<file path="config.mk">
export PLATFORM = sky130hd
export DESIGN_NAME = utf8_accent_folding_decoder
export DESIGN_NICKNAME = d
export VERILOG_FILES = /design/src/utf8af_pkg.sv /design/src/utf8af_step.sv /design/src/utf8_accent_folding_decoder.sv
export SDC_FILE = /design/constraint.sdc
export NUM_CORES = 1
export LEC_CHECK = 0
export ABC_CLOCK_PERIOD_IN_PS = 7300
export BUFFER_PORTS_ARGS = -buffer_cell sky130_fd_sc_hd__buf_2
export CAP_MARGIN = 40
export CELL_PAD_IN_SITES_DETAIL_PLACEMENT = 0
export CELL_PAD_IN_SITES_GLOBAL_PLACEMENT = 1
export CORE_ASPECT_RATIO = 0.8
export CORE_MARGIN = 2
export CORE_UTILIZATION = 50
export DETAILED_ROUTE_END_ITERATION = 10
export PLACE_DENSITY = 0.95
export SYNTH_ARGS = -nofsm -noshare
export SYNTH_HDL_FRONTEND = slang
export SYNTH_HIERARCHICAL = 1
export SYNTH_SLANG_ARGS = --single-unit
</file>
<file path="constraint.sdc">
create_clock -name clk -period 7.3 [get_ports clk]
set_clock_uncertainty 0.05 [all_clocks]
set_input_delay 1.46 -clock clk [delete_from_list [all_inputs] [get_ports clk]]
set_output_delay 1.46 -clock clk [all_outputs]
set_load 0.1 [all_outputs]
</file>
<file path="src/utf8af_pkg.sv">
package utf8af_pkg;

  localparam logic [7:0] LEAD_LATIN1 = 8'hC3;
  localparam logic [7:0] LEAD_PUNCT  = 8'hE2;
  localparam logic [7:0] NUL_BYTE    = 8'h00;
  localparam logic [7:0] DQUOTE      = 8'h22;
  localparam logic [7:0] PERIOD      = 8'h2E;
  localparam logic [7:0] SQUOTE      = 8'h27;

  typedef struct packed {
    logic [7:0] data_byte;
    logic       last_byte;
  } in_t;

  typedef struct packed {
    logic [7:0] folded_char;
    logic       end_of_text;
  } out_t;

  typedef struct packed {
    logic [2:0] bytes_left;
    logic [7:0] lead_byte;
    logic [2:0] byte_position;
    logic [7:0] pending_char;
  } seq_state_t;

  function automatic logic [3:0] leading_ones(input logic [7:0] b);
    logic [3:0] n;
    logic       run;
    n   = 4'd0;
    run = 1'b1;
    for (int i = 7; i >= 0; i--) begin
      run = run & b[i];
      n   = n + {3'd0, run};
    end
    return n;
  endfunction

  function automatic logic [7:0] fold_latin1(input logic [7:0] b);
    logic [7:0] c;
    case (b)
      8'h80, 8'h81, 8'h82, 8'h83:  c = "A";
      8'h88, 8'h89, 8'h8A:         c = "E";
      8'h8C, 8'h8D:                c = "I";
      8'h92, 8'h93, 8'h94, 8'h95:  c = "O";
      8'h99, 8'h9A:                c = "U";
      8'h87:                       c = "C";
      8'hA0, 8'hA1, 8'hA2, 8'hA3:  c = "a";
      8'hA8, 8'hA9, 8'hAA:         c = "e";
      8'hAC, 8'hAD:                c = "i";
      8'hB2, 8'hB3, 8'hB4, 8'hB5:  c = "o";
      8'hB9, 8'hBA:                c = "u";
      8'hA7:                       c = "c";
      default:                     c = 8'h00;
    endcase
    return c;
  endfunction

  function automatic logic [7:0] fold_punct(input logic [7:0] b);
    logic [7:0] c;
    case (b)
      8'h9C, 8'h9D: c = DQUOTE;
      8'h93, 8'hA6: c = PERIOD;
      8'h98, 8'h99: c = SQUOTE;
      default:      c = 8'h00;
    endcase
    return c;
  endfunction

endpackage

</file>
<file path="src/utf8af_step.sv">
module utf8af_step (
  input  utf8af_pkg::in_t        word,
  input  utf8af_pkg::seq_state_t cur,
  output utf8af_pkg::seq_state_t nxt,
  output logic                   emit,
  output utf8af_pkg::out_t       result
);
  import utf8af_pkg::*;

  logic [3:0] n_ones;
  logic [7:0] pend;
  logic [2:0] left_dec;

  function automatic logic [2:0] left_dec_of(input logic [3:0] n);
    logic [3:0] d;
    d = n - 4'd1;
    return d[2:0];
  endfunction

  assign n_ones   = leading_ones(word.data_byte);
  assign left_dec = cur.bytes_left - 3'd1;

  always_comb begin
    if (cur.lead_byte == LEAD_LATIN1 && cur.byte_position == 3'd1) begin
      pend = fold_latin1(word.data_byte);
    end else if (cur.lead_byte == LEAD_PUNCT && cur.byte_position == 3'd2) begin
      pend = fold_punct(word.data_byte);
    end else begin
      pend = cur.pending_char;
    end
  end

  always_comb begin
    nxt    = '0;
    emit   = 1'b0;
    result = '0;
    if (cur.bytes_left == 3'd0) begin
      if (word.data_byte == NUL_BYTE) begin
        emit               = 1'b1;
        result.end_of_text = 1'b1;
      end else if (n_ones < 4'd2) begin
        emit               = 1'b1;
        result.folded_char = word.data_byte;
        result.end_of_text = word.last_byte;
      end else if (word.last_byte) begin
        emit               = 1'b1;
        result.end_of_text = 1'b1;
      end else begin
        nxt.bytes_left    = left_dec_of(n_ones);
        nxt.lead_byte     = word.data_byte;
        nxt.byte_position = 3'd1;
        nxt.pending_char  = (word.data_byte == LEAD_LATIN1 ||
                             word.data_byte == LEAD_PUNCT) ? 8'h00 : word.data_byte;
      end
    end else begin
      if (left_dec == 3'd0) begin
        emit               = 1'b1;
        result.folded_char = pend;
        result.end_of_text = word.last_byte;
      end else if (word.last_byte) begin
        emit               = 1'b1;
        result.end_of_text = 1'b1;
      end else begin
        nxt.bytes_left    = left_dec;
        nxt.lead_byte     = cur.lead_byte;
        nxt.byte_position = cur.byte_position + 3'd1;
        nxt.pending_char  = pend;
      end
    end
  end

endmodule

</file>
<file path="src/utf8_accent_folding_decoder.sv">
// A word accepted into the hold register is decoded there; its result is registered in the output register.
// Throughput: one byte per cycle while results are taken; a byte that yields no
// character moves on while a result waits, and a second result stalls the input.
// Reset (rst_n low, synchronous) empties both registers and closes any open
// sequence, so the next byte is decoded as a fresh lead.
module utf8_accent_folding_decoder (
  input  logic             clk,
  input  logic             rst_n,
  input  logic             in_valid,
  output logic             in_ready,
  input  utf8af_pkg::in_t  in_data,
  output logic             out_valid,
  input  logic             out_ready,
  output utf8af_pkg::out_t out_data
);
  import utf8af_pkg::*;

  logic       hold_valid_r;
  in_t        hold_word_r;
  seq_state_t state_r;
  seq_state_t state_nxt;
  logic       out_valid_r;
  out_t       out_word_r;
  logic       emit;
  out_t       result;
  logic       advance;

  utf8af_step u_step (
    .word   (hold_word_r),
    .cur    (state_r),
    .nxt    (state_nxt),
    .emit   (emit),
    .result (result)
  );

  assign advance   = hold_valid_r && (!emit || !out_valid_r || out_ready);
  assign in_ready  = !hold_valid_r || advance;
  assign out_valid = out_valid_r;
  assign out_data  = out_word_r;

  always_ff @(posedge clk) begin
    if (!rst_n) begin
      hold_valid_r <= 1'b0;
      out_valid_r  <= 1'b0;
      state_r      <= '0;
    end else begin
      if (in_ready) begin
        hold_valid_r <= in_valid;
      end
      if (advance) begin
        state_r <= state_nxt;
      end
      if (advance && emit) begin
        out_valid_r <= 1'b1;
      end else if (out_ready) begin
        out_valid_r <= 1'b0;
      end
    end
  end

  always_ff @(posedge clk) begin
    if (in_ready && in_valid) begin
      hold_word_r <= in_data;
    end
    if (advance && emit) begin
      out_word_r <= result;
    end
  end

endmodule

</file>
==> impl_metrics.csv <==
group,metric,value,unit
clock_network,tritoncts_buffers,5,
yosys,synth_seq_cells,42,
sta,finalCriticalPeriod,6.57,ns
final_layout,postLayoutCellArea,3000,um^2
sta,max_slew.worst_pin.slew,0.768,ns
worst_setup_path,worst-path-stages,14,
worst_setup_path,worstSetupStartpoint,"hold_word_r[7]",
clock_network,clockBufferDepth,2,
placed_design,dp_hpwl,4590,um
floorplan,floorplan.die_area,6230,um^2
clock_network,cts.sinks,42,
clock_network,worstSkewPairLatency,0.29,ns
worst_setup_path,worst_endpoint_data_arrival_time,5.06,ns
detailed_routing,via_count,2314,
floorplan,core.rowCount,24,
yosys,ys_async_sr_fraction,0,
sta,post-route-period-util,0.900,
global_route,grt_max_degree,47,
floorplan,core-area,5440,um^2
clock_network,clock-root-buffer,"sky130_fd_sc_hd__clkbuf_8",
sta,rsz0062_at_grt,"false",
final_layout,layout-drive-gt1-share,0.137,
final_layout,area.growth.synth_to_final,6.82,%
global_route,first_global_vias,2154,
worst_setup_path,rr_worst_depth,14,
hold_path,timing.hold.worst.class,"reg -> reg",
final_layout,fill_cells,502,
worst_setup_path,max_stage_delay,0.58,ns
yosys,synth.cell_area,2810,um^2
yosys,ys.warnings.count,6,
detailed_routing,post-route-drc-count,0,
yosys,ys_types,62,
placed_design,io_buffer_count,23,
final_layout,nNetsFinal,347,
worst_setup_path,cp_num_buf_inv,2,
detailed_routing,wire_length_after_detailed_routing,6390,um
global_route,globalRouteTotalUtil,0.217,
power,vdd_ir_drop_max,0.000114,V
worst_setup_path,worst-r2r-setup-slack,1.89,ns
worst_setup_path,worst_setup_path_end_kind,"output port",
final_layout,final-seq-area,1020,um^2
worst_setup_path,startpoint_types,"flop",
yosys,mappedNetlistNets,334,
power,cell_pwr_density,174,nW/um^2
worst_setup_path,crit_path_top_delay_cell,"sky130_fd_sc_hd__fa_1",
placed_design,detailed_place.area,2920,um^2
clock_network,cts-resized-gates,0,
global_route,gr-total-overflow,0,
yosys,synth_enable_flop_cells,18,
clock_network,tritoncts_clock_tree,"built",
worst_setup_path,worstSetupEndpoint,"in_ready",
worst_setup_path,category_of_cells_accounting_for_the_largest_share_of_critical_path_delay,"adder cells",
global_route,grt_pass1_wl,10400,um
status,status,"finished, final reports clean",
worst_setup_path,cp.required,5.79,ns
detailed_routing,route.detailed.vias_per_inst,5.80,
sta,finalMaxSlewViolations,0,
final_layout,num_antenna_cells,0,
power,power.leakage,1.12,nW
yosys,yosysTopAreaCell,"sky130_fd_sc_hd__edfxtp_1",
sta,slew_headroom,0.488,
detailed_routing,detailedRoute.firstIterationViolations,198,
yosys,synth_largest_type_area_fraction,0.193,
floorplan,vertical_extent_of_the_die,71.0,um
clock_network,ctsHoldBuffers,0,
sta,setup_viol,0,
worst_setup_path,timing.critical_path.mode_cell,"sky130_fd_sc_hd__fa_1",
clock_network,cts.reportedPaths.clkPinSlew,0.08,ns
floorplan,initial_core_util,0.516,
clock_network,cts_setup_buffers,0,
detailed_routing,wire_per_inst,16.0,um
job,drv_cap,0,
sta,clock.fmax,0.152,GHz
clock_network,cts-htree-levels,2,
worst_setup_path,path_cells,"nand2b_1, inv_1, ha_1, fa_1, fa_1, ha_1, fa_1, nor4bb_1, a21oi_1, and3_1, nor2_1, and2_1, nand2_1, buf_2",
worst_setup_path,rr_startpoint,"hold_word_r[7]",
yosys,yosysSeqAreaShare,0.364,
floorplan,die_width,87.8,um
global_route,antenna_found_initial,0,
worst_setup_path,timing.critical_path.fanout_max,8,
sta,timing.setup.tns,0,ns
final_layout,multiInputGateArea,1620,um^2
yosys,netlist_top_cells_area,"sky130_fd_sc_hd__edfxtp_1 19%, sky130_fd_sc_hd__dfxtp_1 17%, sky130_fd_sc_hd__nand2_1 8.3%",
detailed_routing,drt_first_pass_iters,5,
yosys,avgSynthCellArea,9.14,um^2
placed_design,final_gp_congestion,0.945,
worst_setup_path,r2r_end,"out_data[7]",
floorplan,top_level_ports,24,
yosys,post_synth_inst_count,307,
worst_setup_path,path_class,"reg -> out",
sta,timing.final.hold_violations,0,
yosys,dominantRegCellSynth,"sky130_fd_sc_hd__dfxtp_1",
detailed_routing,postRouteAntennaNets,0,
## flip-flops by register name (all words and copies together) (netlist names)
signal and flops:
state_r 22, out_data 9, hold_valid_r 1, out_valid 1, hold_word_r 9
## kinds of logic (layout without fill, tap and decap cells)
kind of cell / after synthesis / count (layout) / synth area share
AND/OR/NAND/NOR: 128 / 128 / 0.235
AO/OA/AOI/OAI: 62 / 62 / 0.169
flip-flops: 42 / 42 / 0.364
buffers and inverters: 31 / 45 / 0.0575
multiplexers: 23 / 23 / 0.0820
adder cells (fa/ha/maj): 14 / 14 / 0.0704
XOR/XNOR: 7 / 7 / 0.0218
## through the flow
stage	total power (W)	utilization	setup WS (ns)	cells	hold WS, ns
3_5_place_dp	0.000380	0.537	1.12	391	0.400
6_report	0.000522	0.552	0.727	399	0.412
3_3_place_gp	0.000379	0.537	1.29	391	0.392
2_1_floorplan	0.000358	-	1.36	307	0.380
5_1_grt	0.000546	0.552	0.446	399	0.446
4_1_cts	0.000525	0.552	0.780	399	0.417
## Yosys cell counts, drive strengths merged (3+ instances only)
cell     n
xor2     4
buf     14
nand2   62
inv     12
xnor2    3
fa       3
o211ai   3
and3     4
nand3b   4
nor2b    8
nand3    8
ha      11
edfxtp  18
a211o    3
and2     7
nor4bb   3
clkbuf   5
nor2    13
nand2b   3
o21ai   15
o22ai    5
nor3     8
mux2i   23
a21oi    4
a22o     6
dfxtp   24
## routing by layer
metal | up-vias | track usage | share of wire
li1 | 1121 | - | -
met1 | 1068 | 0.308 | 0.48
met2 | 113 | 0.326 | 0.43
met3 | 12 | 0.0677 | 0.085
met4 | 0 | 0.0479 | 0.013
met5 | - | 0 | 0
## area by class of cell
type                    instances  area share
flip-flops and latches         42       0.341
multi-input cells             234       0.542
well taps                      78      0.0326
inverters                      12      0.0150
clock buffers                   8      0.0267
repair buffers                 25      0.0434
## where the power goes
| part | internal (W) | leakage (nW) | total, W | switching [W] |
|---|---|---|---|---|
| Sequential | 0.000256 | 0.367 | 0.000267 | 0.0000114 |
| Combinational | 0.0000336 | 0.713 | 0.000109 | 0.0000758 |
| Clock | 0.0000680 | 0.0395 | 0.000146 | 0.0000776 |
## worst register-to-register path, stage by stage, from the launching register on
cell                       delay [ns]
sky130_fd_sc_hd__edfxtp_1        0.50
sky130_fd_sc_hd__nand2b_1        0.30
sky130_fd_sc_hd__inv_1           0.25
sky130_fd_sc_hd__ha_1            0.31
sky130_fd_sc_hd__fa_1            0.58
sky130_fd_sc_hd__fa_1            0.43
sky130_fd_sc_hd__ha_1            0.22
sky130_fd_sc_hd__fa_1            0.54
sky130_fd_sc_hd__nor4bb_1        0.07
sky130_fd_sc_hd__a21oi_1         0.30
sky130_fd_sc_hd__and3_1          0.40
sky130_fd_sc_hd__nor2_1          0.15
sky130_fd_sc_hd__a21boi_4        0.14
sky130_fd_sc_hd__buf_4           0.37
sky130_fd_sc_hd__and2_1          0.47
## layout by cell type (no fill, tap or decap), types with 5 or more instances in the layout
cell type	instances
sky130_fd_sc_hd__o21ai_0	14
sky130_fd_sc_hd__and2_1	6
sky130_fd_sc_hd__mux2i_1	23
sky130_fd_sc_hd__edfxtp_1	18
sky130_fd_sc_hd__inv_1	12
sky130_fd_sc_hd__nor2b_1	7
sky130_fd_sc_hd__o22ai_1	5
sky130_fd_sc_hd__dfxtp_1	24
sky130_fd_sc_hd__nand2_1	62
sky130_fd_sc_hd__a22o_1	6
sky130_fd_sc_hd__nand3_1	7
sky130_fd_sc_hd__buf_2	23
sky130_fd_sc_hd__nor2_1	12
sky130_fd_sc_hd__clkbuf_8	5
sky130_fd_sc_hd__ha_1	11
## worst min-delay path by stage
stage / start / to / slack (ns) / cells after the start
floorplan: state_r[3] / state_r[3] / 0.38 / 2
global placement: state_r[3] / state_r[3] / 0.39 / 2
detailed placement: state_r[20] / state_r[20] / 0.40 / 2
CTS: state_r[20] / state_r[20] / 0.42 / 2
global route: state_r[4] / state_r[4] / 0.45 / 2
finish: state_r[3] / state_r[3] / 0.41 / 2
Note: power is estimated with default switching activity, not from simulation.
